===== config.mk =====
export PLATFORM = sky130hd
export DESIGN_NAME = multi_turn_encoder_tracker_core
export DESIGN_NICKNAME = d
export VERILOG_FILES = /design/src/rtl/core/mte_pkg.sv /design/src/rtl/core/multi_turn_encoder_tracker_core.sv
export SDC_FILE = /design/constraint.sdc
export NUM_CORES = 1
export LEC_CHECK = 0
export ABC_AREA = 1
export BUFFER_PORTS_ARGS = -buffer_cell sky130_fd_sc_hd__buf_4
export CORE_ASPECT_RATIO = 0.7
export CORE_MARGIN = 1.5
export CORE_UTILIZATION = 30
export CTS_BUF_LIST = sky130_fd_sc_hd__clkbuf_16
export CTS_CLUSTER_SIZE = 12
export DETAILED_ROUTE_END_ITERATION = 12
export GPL_ROUTABILITY_DRIVEN = 0
export GPL_TIMING_DRIVEN = 1
export MAX_ROUTING_LAYER = met4
export PLACE_DENSITY = 0.52
export RECOVER_POWER = 50
export SKIP_LAST_GASP = 1
export SYNTH_ARGS = -nofsm -noshare
export SYNTH_HDL_FRONTEND = slang
export SYNTH_SLANG_ARGS = --single-unit

===== constraint.sdc =====
create_clock -name clk -period 20.1 [get_ports clk]
set_clock_uncertainty 0.2 [all_clocks]
set_input_delay 1.005 -clock clk [delete_from_list [all_inputs] [get_ports clk]]
set_output_delay 1.005 -clock clk [all_outputs]
set_load 0.05 [all_outputs]

===== src/rtl/core/mte_pkg.sv =====
// Package for the multi-turn encoder tracker.
// Holds the sequencer state type, register indexes and fixed arithmetic constants.
// No dependencies.
package mte_pkg;

    // Sequencer states
    typedef enum logic [3:0] {
        ST_IDLE,
        ST_READ,
        ST_STEP,
        ST_ANGLE,
        ST_SUM,
        ST_SUM_LAST,
        ST_DIV_MUL,
        ST_DIV_FIX,
        ST_DONE
    } state_t;

    // Configuration register indexes
    localparam int unsigned CFG_IDX_W = 1;
    localparam logic [CFG_IDX_W-1:0] CFG_YAW_BIAS   = 1'b0;
    localparam logic [CFG_IDX_W-1:0] CFG_PITCH_BIAS = 1'b1;

    // Register reset values
    localparam logic [12:0] YAW_BIAS_RST   = 13'd1160;
    localparam logic [12:0] PITCH_BIAS_RST = 13'd3000;

    // Unwrap and turn count limits
    localparam logic signed [13:0] WRAP_LIMIT = 14'sd7500;
    localparam logic signed [11:0] TURN_MAX   = 12'sd2047;
    localparam logic signed [14:0] TURN_STEP  = 15'sd8192;

    // Bias move window and gap
    localparam logic signed [25:0] BIAS_GAP    = 26'sd4000;
    localparam logic [7:0]         WINDOW_LOW  = 8'd90;
    localparam logic [7:0]         WINDOW_HIGH = 8'd100;
    localparam logic [7:0]         ITEM_MAX    = 8'd255;

    // Angle scaling: degrees * 256 / 8192 * 4 = 45 per count, 45 * 8192 per turn
    localparam logic signed [21:0] DEG_PER_COUNT = 22'sd45;
    localparam logic signed [30:0] DEG_PER_TURN  = 31'sd368640;

endpackage


===== src/rtl/core/multi_turn_encoder_tracker_core.sv =====
// An accepted transaction passes through the read, step, angle, history sum, divide and done
// states before out_valid; the next one is taken only back in idle, after the serial walk over
// the rate history through the single read port of the history memory.
// A waiting result sits in the output register while the next transaction is taken.
// Reset (rst_n, async low) clears all control state and the valid bits of both
// memories, so entries never written read as zero; no clearing pass is needed.
// Depends on mte_pkg.
module multi_turn_encoder_tracker_core #(
    parameter int RATE_DEPTH = 8
) (
    input  logic                             clk,
    input  logic                             rst_n,
    // configuration write port
    input  logic                             cfg_we,
    input  logic [mte_pkg::CFG_IDX_W-1:0]    cfg_index,
    input  logic [12:0]                      cfg_wdata,
    // input channel
    input  logic                             in_valid,
    output logic                             in_stall,
    input  logic                             channel,
    input  logic [12:0]                      raw_position,
    // output channel
    output logic                             out_valid,
    input  logic                             out_stall,
    output logic                             out_channel,
    output logic signed [24:0]               turn_position,
    output logic signed [28:0]               angle_degrees_q8,
    output logic signed [13:0]               step_rate,
    output logic signed [13:0]               mean_rate,
    output logic signed [11:0]               turns,
    output logic signed [14:0]               current_bias
);

    localparam int SLOT_W   = (RATE_DEPTH > 1) ? $clog2(RATE_DEPTH) : 1;
    localparam int ADDR_W   = $clog2(2 * RATE_DEPTH);
    localparam int HIST_N   = 2 * RATE_DEPTH;
    localparam int SUM_W    = 14 + $clog2(RATE_DEPTH);
    localparam int RECIP_W  = SUM_W + 1;
    localparam int DPROD_W  = SUM_W + RECIP_W;
    localparam int CHAN_W   = 13 + 12 + SLOT_W;
    localparam logic [RECIP_W-1:0] RECIP = RECIP_W'((1 << SUM_W) / RATE_DEPTH);
    localparam logic [SLOT_W-1:0]  SLOT_LAST = SLOT_W'(RATE_DEPTH - 1);

    // ------------------------------------------------------------------
    // Control state
    // ------------------------------------------------------------------
    mte_pkg::state_t state_reg, state_next;

    logic [7:0]               item_cnt_reg;
    logic [12:0]              yaw_offset_reg;
    logic [12:0]              pitch_offset_reg;
    logic signed [14:0]       bias_reg [2];
    logic [1:0]               chan_vld_reg;
    logic [HIST_N-1:0]        hist_vld_reg;
    logic [SLOT_W-1:0]        rd_cnt_reg;
    logic                     rd_pend_reg;
    logic                     out_valid_reg;

    // Sequencer outputs
    logic accept;
    logic step_en;
    logic angle_en;
    logic sum_issue;
    logic div_mul_en;
    logic div_fix_en;
    logic out_load;

    // ------------------------------------------------------------------
    // Memories and their registered read data
    // ------------------------------------------------------------------
    logic [CHAN_W-1:0]        chan_mem [0:1];
    logic [CHAN_W-1:0]        chan_rd_reg;
    logic                     chan_rd_vld_reg;
    logic [13:0]              hist_mem [0:HIST_N-1];
    logic [13:0]              hist_rd_reg;
    logic                     hist_rd_vld_reg;

    // ------------------------------------------------------------------
    // Datapath registers
    // ------------------------------------------------------------------
    logic                     ch_reg;
    logic [12:0]              raw_reg;
    logic signed [21:0]       prod_a_reg;
    logic signed [30:0]       prod_b_reg;
    logic signed [28:0]       angle_reg;
    logic signed [24:0]       res_pos_reg;
    logic signed [13:0]       res_rate_reg;
    logic signed [11:0]       res_turns_reg;
    logic signed [14:0]       res_bias_reg;
    logic signed [SUM_W-1:0]  acc_reg;
    logic [SUM_W-1:0]         abs_reg;
    logic                     neg_reg;
    logic [DPROD_W-1:0]       dprod_reg;
    logic [12:0]              q0_reg;
    logic [SUM_W-1:0]         qd_reg;

    // Output registers
    logic                     o_ch_reg;
    logic signed [24:0]       o_pos_reg;
    logic signed [28:0]       o_angle_reg;
    logic signed [13:0]       o_rate_reg;
    logic signed [13:0]       o_mean_reg;
    logic signed [11:0]       o_turns_reg;
    logic signed [14:0]       o_bias_reg;

    // ------------------------------------------------------------------
    // Sequencer: next state
    // ------------------------------------------------------------------
    always_comb
    begin
        state_next = state_reg;
        case (state_reg)
            mte_pkg::ST_IDLE:     if (in_valid) state_next = mte_pkg::ST_READ;
            mte_pkg::ST_READ:     state_next = mte_pkg::ST_STEP;
            mte_pkg::ST_STEP:     state_next = mte_pkg::ST_ANGLE;
            mte_pkg::ST_ANGLE:    state_next = mte_pkg::ST_SUM;
            mte_pkg::ST_SUM:      if (rd_cnt_reg == SLOT_LAST) state_next = mte_pkg::ST_SUM_LAST;
            mte_pkg::ST_SUM_LAST: state_next = mte_pkg::ST_DIV_MUL;
            mte_pkg::ST_DIV_MUL:  state_next = mte_pkg::ST_DIV_FIX;
            mte_pkg::ST_DIV_FIX:  state_next = mte_pkg::ST_DONE;
            mte_pkg::ST_DONE:     if (!out_valid_reg || !out_stall) state_next = mte_pkg::ST_IDLE;
            default:              state_next = mte_pkg::ST_IDLE;
        endcase
    end

    // ------------------------------------------------------------------
    // Sequencer: outputs
    // ------------------------------------------------------------------
    always_comb
    begin
        in_stall   = 1'b1;
        accept     = 1'b0;
        step_en    = 1'b0;
        angle_en   = 1'b0;
        sum_issue  = 1'b0;
        div_mul_en = 1'b0;
        div_fix_en = 1'b0;
        out_load   = 1'b0;
        case (state_reg)
            mte_pkg::ST_IDLE:
            begin
                in_stall = 1'b0;
                accept   = in_valid;
            end
            mte_pkg::ST_STEP:    step_en    = 1'b1;
            mte_pkg::ST_ANGLE:   angle_en   = 1'b1;
            mte_pkg::ST_SUM:     sum_issue  = 1'b1;
            mte_pkg::ST_DIV_MUL: div_mul_en = 1'b1;
            mte_pkg::ST_DIV_FIX: div_fix_en = 1'b1;
            mte_pkg::ST_DONE:    out_load   = !out_valid_reg || !out_stall;
            default:             in_stall   = 1'b1;
        endcase
    end

    // ------------------------------------------------------------------
    // Step logic: unwrap, turn count, products, bias move
    // ------------------------------------------------------------------
    logic [12:0]              prev_pos;
    logic signed [11:0]       turn_old;
    logic [SLOT_W-1:0]        slot_cur;
    logic [SLOT_W-1:0]        slot_nxt;
    logic signed [13:0]       diff;
    logic signed [14:0]       rate_wide;
    logic signed [13:0]       rate;
    logic signed [11:0]       turn_new;
    logic signed [24:0]       pos;
    logic signed [14:0]       bias_old;
    logic signed [15:0]       raw_minus_bias;
    logic signed [21:0]       prod_a_next;
    logic signed [30:0]       prod_b_next;
    logic signed [25:0]       bias_gap;
    logic [12:0]              offset;
    logic                     in_window;
    logic signed [14:0]       bias_new;
    logic [ADDR_W-1:0]        hist_waddr;
    logic [ADDR_W-1:0]        hist_raddr;
    logic [ADDR_W-1:0]        hist_base;

    always_comb
    begin
        prev_pos = chan_rd_vld_reg ? chan_rd_reg[CHAN_W-1 -: 13] : 13'd0;
        turn_old = chan_rd_vld_reg ? $signed(chan_rd_reg[SLOT_W +: 12]) : 12'sd0;
        slot_cur = chan_rd_vld_reg ? chan_rd_reg[SLOT_W-1:0] : '0;
        slot_nxt = (slot_cur == SLOT_LAST) ? '0 : slot_cur + SLOT_W'(1);

        diff      = $signed({1'b0, raw_reg}) - $signed({1'b0, prev_pos});
        turn_new  = turn_old;
        rate_wide = {diff[13], diff};
        if (diff < -mte_pkg::WRAP_LIMIT)
        begin
            if (turn_old != mte_pkg::TURN_MAX)
                turn_new = turn_old + 12'sd1;
            rate_wide = {diff[13], diff} + mte_pkg::TURN_STEP;
        end
        else if (diff > mte_pkg::WRAP_LIMIT)
        begin
            if (turn_old != -mte_pkg::TURN_MAX)
                turn_new = turn_old - 12'sd1;
            rate_wide = {diff[13], diff} - mte_pkg::TURN_STEP;
        end
        rate = rate_wide[13:0];
        pos  = $signed({turn_new, raw_reg});

        // angle products, added in the next cycle
        bias_old       = bias_reg[ch_reg];
        raw_minus_bias = $signed({3'b000, raw_reg}) - {bias_old[14], bias_old};
        prod_a_next    = 22'(raw_minus_bias) * mte_pkg::DEG_PER_COUNT;
        prod_b_next    = 31'(turn_new) * mte_pkg::DEG_PER_TURN;

        // bias move by a full turn inside the item window
        bias_gap  = 26'(bias_old) - 26'(pos);
        offset    = ch_reg ? pitch_offset_reg : yaw_offset_reg;
        in_window = (item_cnt_reg >= mte_pkg::WINDOW_LOW) &&
                    (item_cnt_reg <= mte_pkg::WINDOW_HIGH);
        bias_new  = bias_old;
        if (in_window)
        begin
            if (bias_gap < -mte_pkg::BIAS_GAP)
                bias_new = $signed({2'b00, offset}) + mte_pkg::TURN_STEP;
            else if (bias_gap > mte_pkg::BIAS_GAP)
                bias_new = $signed({2'b00, offset}) - mte_pkg::TURN_STEP;
        end

        // history addresses: channel rows of RATE_DEPTH entries
        hist_base  = ch_reg ? ADDR_W'(RATE_DEPTH) : '0;
        hist_waddr = hist_base + ADDR_W'(slot_cur);
        hist_raddr = hist_base + ADDR_W'(rd_cnt_reg);
    end

    // ------------------------------------------------------------------
    // Angle: sum of products, divided by 4 toward zero
    // ------------------------------------------------------------------
    logic signed [31:0] angle_num;
    logic signed [31:0] angle_adj;

    always_comb
    begin
        angle_num = 32'(prod_a_reg) + 32'(prod_b_reg);
        angle_adj = angle_num + (angle_num[31] ? 32'sd3 : 32'sd0);
    end

    // ------------------------------------------------------------------
    // Mean: reciprocal multiply with one correction step
    // ------------------------------------------------------------------
    logic [SUM_W-1:0]   abs_next;
    logic [12:0]        q0_next;
    logic [SUM_W-1:0]   rem;
    logic [13:0]        quot;
    logic signed [13:0] mean_val;

    always_comb
    begin
        abs_next = acc_reg[SUM_W-1] ? $unsigned(-acc_reg) : $unsigned(acc_reg);
        q0_next  = dprod_reg[SUM_W +: 13];
        rem      = abs_reg - qd_reg;
        quot     = {1'b0, q0_reg} + ((rem >= SUM_W'(RATE_DEPTH)) ? 14'd1 : 14'd0);
        mean_val = neg_reg ? -$signed(quot) : $signed(quot);
    end

    // ------------------------------------------------------------------
    // Control registers
    // ------------------------------------------------------------------
    always_ff @(posedge clk or negedge rst_n)
    begin
        if (!rst_n)
        begin
            state_reg        <= mte_pkg::ST_IDLE;
            item_cnt_reg     <= 8'd0;
            yaw_offset_reg   <= mte_pkg::YAW_BIAS_RST;
            pitch_offset_reg <= mte_pkg::PITCH_BIAS_RST;
            bias_reg[0]      <= 15'sd0;
            bias_reg[1]      <= 15'sd0;
            chan_vld_reg     <= 2'b00;
            hist_vld_reg     <= '0;
            rd_cnt_reg       <= '0;
            rd_pend_reg      <= 1'b0;
            out_valid_reg    <= 1'b0;
        end
        else
        begin
            state_reg <= state_next;

            // configuration writes
            if (cfg_we)
            begin
                case (cfg_index)
                    mte_pkg::CFG_YAW_BIAS:   yaw_offset_reg   <= cfg_wdata;
                    mte_pkg::CFG_PITCH_BIAS: pitch_offset_reg <= cfg_wdata;
                    default:                 yaw_offset_reg   <= yaw_offset_reg;
                endcase
            end

            // item counter, bias load on the first transaction
            if (accept)
            begin
                if (item_cnt_reg != mte_pkg::ITEM_MAX)
                    item_cnt_reg <= item_cnt_reg + 8'd1;
                if (item_cnt_reg == 8'd0)
                begin
                    bias_reg[0] <= $signed({2'b00, yaw_offset_reg});
                    bias_reg[1] <= $signed({2'b00, pitch_offset_reg});
                end
            end

            // step write-back
            if (step_en)
            begin
                bias_reg[ch_reg]         <= bias_new;
                chan_vld_reg[ch_reg]     <= 1'b1;
                hist_vld_reg[hist_waddr] <= 1'b1;
            end

            // history walk
            if (angle_en)
                rd_cnt_reg <= '0;
            else if (sum_issue)
                rd_cnt_reg <= rd_cnt_reg + SLOT_W'(1);
            rd_pend_reg <= sum_issue;

            // output register
            if (out_load)
                out_valid_reg <= 1'b1;
            else if (!out_stall)
                out_valid_reg <= 1'b0;
        end
    end

    // ------------------------------------------------------------------
    // Channel state memory: previous position, turn count, history slot
    // ------------------------------------------------------------------
    always_ff @(posedge clk)
    begin
        if (step_en)
            chan_mem[ch_reg] <= {raw_reg, turn_new, slot_nxt};
        if (accept)
        begin
            chan_rd_reg     <= chan_mem[channel];
            chan_rd_vld_reg <= chan_vld_reg[channel];
        end
    end

    // ------------------------------------------------------------------
    // Rate history memory: one write in the step, serial reads after it
    // ------------------------------------------------------------------
    always_ff @(posedge clk)
    begin
        if (step_en)
            hist_mem[hist_waddr] <= rate;
        if (sum_issue)
        begin
            hist_rd_reg     <= hist_mem[hist_raddr];
            hist_rd_vld_reg <= hist_vld_reg[hist_raddr];
        end
    end

    // ------------------------------------------------------------------
    // Datapath registers
    // ------------------------------------------------------------------
    always_ff @(posedge clk)
    begin
        if (accept)
        begin
            ch_reg  <= channel;
            raw_reg <= raw_position;
        end

        if (step_en)
        begin
            prod_a_reg    <= prod_a_next;
            prod_b_reg    <= prod_b_next;
            res_pos_reg   <= pos;
            res_rate_reg  <= rate;
            res_turns_reg <= turn_new;
            res_bias_reg  <= bias_new;
        end

        if (angle_en)
        begin
            angle_reg <= 29'(angle_adj >>> 2);
            acc_reg   <= '0;
        end
        else if (rd_pend_reg)
        begin
            acc_reg <= acc_reg + (hist_rd_vld_reg ? SUM_W'($signed(hist_rd_reg)) : '0);
        end

        if (div_mul_en)
        begin
            abs_reg   <= abs_next;
            neg_reg   <= acc_reg[SUM_W-1];
            dprod_reg <= DPROD_W'(abs_next) * DPROD_W'(RECIP);
        end

        if (div_fix_en)
        begin
            q0_reg <= q0_next;
            qd_reg <= SUM_W'(q0_next * RATE_DEPTH);
        end

        if (out_load)
        begin
            o_ch_reg    <= ch_reg;
            o_pos_reg   <= res_pos_reg;
            o_angle_reg <= angle_reg;
            o_rate_reg  <= res_rate_reg;
            o_mean_reg  <= mean_val;
            o_turns_reg <= res_turns_reg;
            o_bias_reg  <= res_bias_reg;
        end
    end

    // Output ports
    assign out_valid        = out_valid_reg;
    assign out_channel      = o_ch_reg;
    assign turn_position    = o_pos_reg;
    assign angle_degrees_q8 = o_angle_reg;
    assign step_rate        = o_rate_reg;
    assign mean_rate        = o_mean_reg;
    assign turns            = o_turns_reg;
    assign current_bias     = o_bias_reg;

`ifndef SYNTHESIS
    // A new result only comes from the final sequencer state
    a_result_from_done: assert property (@(posedge clk) disable iff (!rst_n)
        $rose(out_valid_reg) |-> $past(state_reg == mte_pkg::ST_DONE))
        else $error("result loaded outside the final state");

    // An accepted transaction always starts with the channel state read
    a_accept_reads: assert property (@(posedge clk) disable iff (!rst_n)
        (in_valid && !in_stall) |=> (state_reg == mte_pkg::ST_READ))
        else $error("accepted transaction did not start a channel read");

    // Turn count stays inside its saturation range
    a_turns_sat: assert property (@(posedge clk) disable iff (!rst_n)
        out_valid_reg |-> (o_turns_reg != -12'sd2048))
        else $error("turn count left its saturation range");

    // Mean never reaches the one code outside the rate range
    a_mean_range: assert property (@(posedge clk) disable iff (!rst_n)
        out_valid_reg |-> (o_mean_reg != -14'sd8192))
        else $error("mean rate out of range");

    // History reads are only pending right after an issued read
    a_read_pend: assert property (@(posedge clk) disable iff (!rst_n)
        rd_pend_reg |-> ((state_reg == mte_pkg::ST_SUM) ||
                         (state_reg == mte_pkg::ST_SUM_LAST)))
        else $error("history read data arrived outside the walk");
`endif

endmodule

==> flow_metrics.env <==
export IMPL_status="finished with violations"
export IMPL_relSlewSlack_pct=-280.0
export IMPL_worstHoldStart="angle_reg[26]$_DFFE_PP_"
export IMPL_track_usage_pct=15.87
export IMPL_htree_num_levels=3
export IMPL_dr_pass1_iters=6
export IMPL_grt_pass1_vias=23240
export IMPL_yosys_warnings=0
export IMPL_synth_compound_area_share_pct=8.633
export IMPL_vias=24360
export IMPL_synthArstFlopShare_pct=13.13
export IMPL_cp_arrival_ps=10540
export IMPL_final_max_slew_viol_count=538
export IMPL_grt_overflow_total=0
export IMPL_slowest_delay_ps=2520
export IMPL_startpoint_type="register"
export IMPL_cts_tree="yes"
export IMPL_critPathBufInv=6
export IMPL_fmax_mhz=97.39
export IMPL_synth_area_um2=36090
export IMPL_final_cell_mix="edfxtp_1 (585), inv_1 (512), nand2_1 (497)"
export IMPL_clockBufferDepth=3
export IMPL_grt_first_pass_wirelength_um=143800
export IMPL_dp_hpwl_um=64640
export IMPL_ys_ff_latch=693
export IMPL_port_buffers=144
export IMPL_synth_top_family_by_area="simple AND/OR/NAND/NOR gates"
export IMPL_finalCritPeriodShare_pct=51.09
export IMPL_period_minus_slack_ps=10270
export IMPL_routed_wirelength_um=94860
export IMPL_ctsResizeCount=0
export IMPL_yosysTopAreaCell="edfxtp_1"
export IMPL_drt_initial_drc_count=1914
export IMPL_fin_tns_setup_ps=0
export IMPL_post_cts_buffers=0
export IMPL_fillers=12170
export IMPL_drcViolationCount=0
export IMPL_cts_root_buf="clkbuf_16"
export IMPL_cpMaxStageDelayCell="clkbuf_1"
export IMPL_r2r_cells=31
export IMPL_cts_sinks=693
export IMPL_core_area_um2=119400
export IMPL_layout_commonest_cell="edfxtp_1"
export IMPL_pin_count=145
export IMPL_vias_per_cell=4.690
export IMPL_die_w_um=417.5
export IMPL_rsz0062_at_grt="no"
export IMPL_wl_per_cell_um=18.26
export IMPL_dieHeight_um=293.2
export IMPL_worstMarginPinSlew_ps=5700
export IMPL_synth_adder_area_share_pct=10.03
export IMPL_setup_violations=0
export IMPL_synth_xor_area_share_pct=4.337
export IMPL_synth_edf_count=585
export IMPL_end_kind="register"
export IMPL_cp_max_fo=59
export IMPL_post_route_cells_drive_above_1_share_pct=7.387
export IMPL_synth_area_per_cell_um2=10.55
export IMPL_violations="max-capacitance violations, max-slew violations"
export IMPL_n_antenna_cell=0
export IMPL_drv_cap=11
export IMPL_r2r_start="ch_reg$_DFFE_PP_"
export IMPL_ys_seq_area_share_pct=55.97
export IMPL_synth_mux_area_share_pct=0.8737
export IMPL_synthSimpleGateAreaFrac_pct=13.68
export IMPL_rr_endpoint="prod_a_reg[21]$_DFFE_PP_"
export IMPL_syn_inst=3422
export IMPL_required_ps=20370
export IMPL_rows=106
export IMPL_ys_dominant_reg_cell="edfxtp_1"
export IMPL_largest_reg_flops=224
export IMPL_area_growth_pct=13.01
export IMPL_synth_top_cell_area_share_pct=48.68
export IMPL_cts_inserted_buffers=74
export IMPL_cts_hold_buf=0
export IMPL_die_area_um2=122400
export IMPL_r2r_slack_ps=9830
export IMPL_holdPathEnd="angle_degrees_q8[26]$_DFFE_PP_"
export IMPL_hold_violations=0
export IMPL_initial_core_util_pct=30.23
export IMPL_clock_latency_ps=670
export IMPL_crit_family="buffers and inverters"
export IMPL_synth_top_cells_by_area="edfxtp_1 (49%), ha_1 (7.0%), dfrtp_1 (5.6%)"
export IMPL_critPathKind="reg -> reg"
export IMPL_postRouteAntennaNets=0
export IMPL_nets=3869
export IMPL_worstHoldPathCells=0
export IMPL_min_path_type="reg -> reg"
export IMPL_synth_nets=3712
export IMPL_antenna_found_initial=0
export IMPL_ys_types=63
export IMPL_grt_max_degree=92
export IMPL_clkTransAtPathRegs_ps=60
==> worst max-delay path by stage <==
| stage | startpoint | to | slack (ps) | cells past startpoint |
|---|---|---|---|---|
| 6_report | ch_reg$_DFFE_PP_ | prod_a_reg[21]$_DFFE_PP_ | 9830 | 31 |
| 5_1_grt | ch_reg$_DFFE_PP_ | prod_a_reg[21]$_DFFE_PP_ | 9010 | 31 |
| 4_1_cts | chan_rd_vld_reg$_DFFE_PP_ | prod_b_reg[29]$_DFFE_PP_ | 11150 | 42 |
| 3_5_place_dp | chan_rd_vld_reg$_DFFE_PP_ | prod_b_reg[29]$_DFFE_PP_ | 11200 | 42 |
| 3_3_place_gp | chan_rd_vld_reg$_DFFE_PP_ | prod_b_reg[29]$_DFFE_PP_ | 11210 | 42 |
| 2_1_floorplan | state_reg[3]$_DFFE_PN0P_ | hist_mem[10][0]$_DFFE_PP_ | 10110 | 5 |
==> cell type report <==
| type | instances | area (µm²) | area share, % |
|---|---|---|---|
| well taps | 1566 | 1959 | 4.804 |
| clock buffers | 75 | 1877 | 4.602 |
| multi-input cells | 2127 | 13580 | 33.30 |
| repair buffers | 187 | 893.4 | 2.190 |
| flip-flops and latches | 693 | 20200 | 49.52 |
| inverters | 496 | 1867 | 4.577 |
| clock inverters | 50 | 406.6 | 0.9971 |
==> synth_stat cells (15+ instances only) <==
cell      instances
a21oi_1         130
clkbuf_1         82
dfrtp_1          81
dfxtp_1          17
edfxtp_1        585
fa_1             54
ha_1            203
inv_1           488
mux2_2           28
nand2_1         497
nand2_2          18
nand3_1         172
nand4_1          34
nor2_1          300
nor3_1           29
o211ai_1         28
o21ai_0         256
o21bai_1         16
o221ai_1         43
o22ai_1          15
or2_2            25
xnor2_1          35
xor2_1          140
==> cells by family (layout without fill, tap and decap cells) <==
group | Yosys count | after routing
xor gates and xnor gates | 177 | 177
DFF | 693 | 693
AOI/OAI and AO/OA | 539 | 539
buffers and inverters | 602 | 808
muxes | 28 | 28
and+or+nand+nor | 1126 | 1126
adders and majority gates | 257 | 257
==> layer usage <==
layer	share of wire (%)	global-route usage [%]	wire length [µm]	vias up
met5	0	-	0	-
met4	2.2	3.982	2047	0
met3	6.3	3.171	5932	122
met2	39	20.82	36690	648
met1	53	24.43	50190	11680
li1	-	-	-	11910
==> per-stage QoR <==
| step | hold slack [ps] | utilization [%] | cells | instance area, µm² | worst slack [ps] |
|---|---|---|---|---|---|
| global route | 221.2 | 34.17 | 5194 | 40780 | 9015 |
| CTS | 196.1 | 34.62 | 5194 | 41320 | 11150 |
| finish | 216.1 | 34.17 | 5194 | 40780 | 9832 |
| detailed placement | 204.5 | 32.71 | 5069 | 39040 | 11200 |
| floorplan | 200.3 | - | 3422 | 36090 | 10110 |
| global placement | 202.4 | 32.71 | 5069 | 39040 | 11210 |
Power is left out: the tool's default activity adds up to more than one toggle a clock period on the data nets, which glitch-free logic cannot reach.
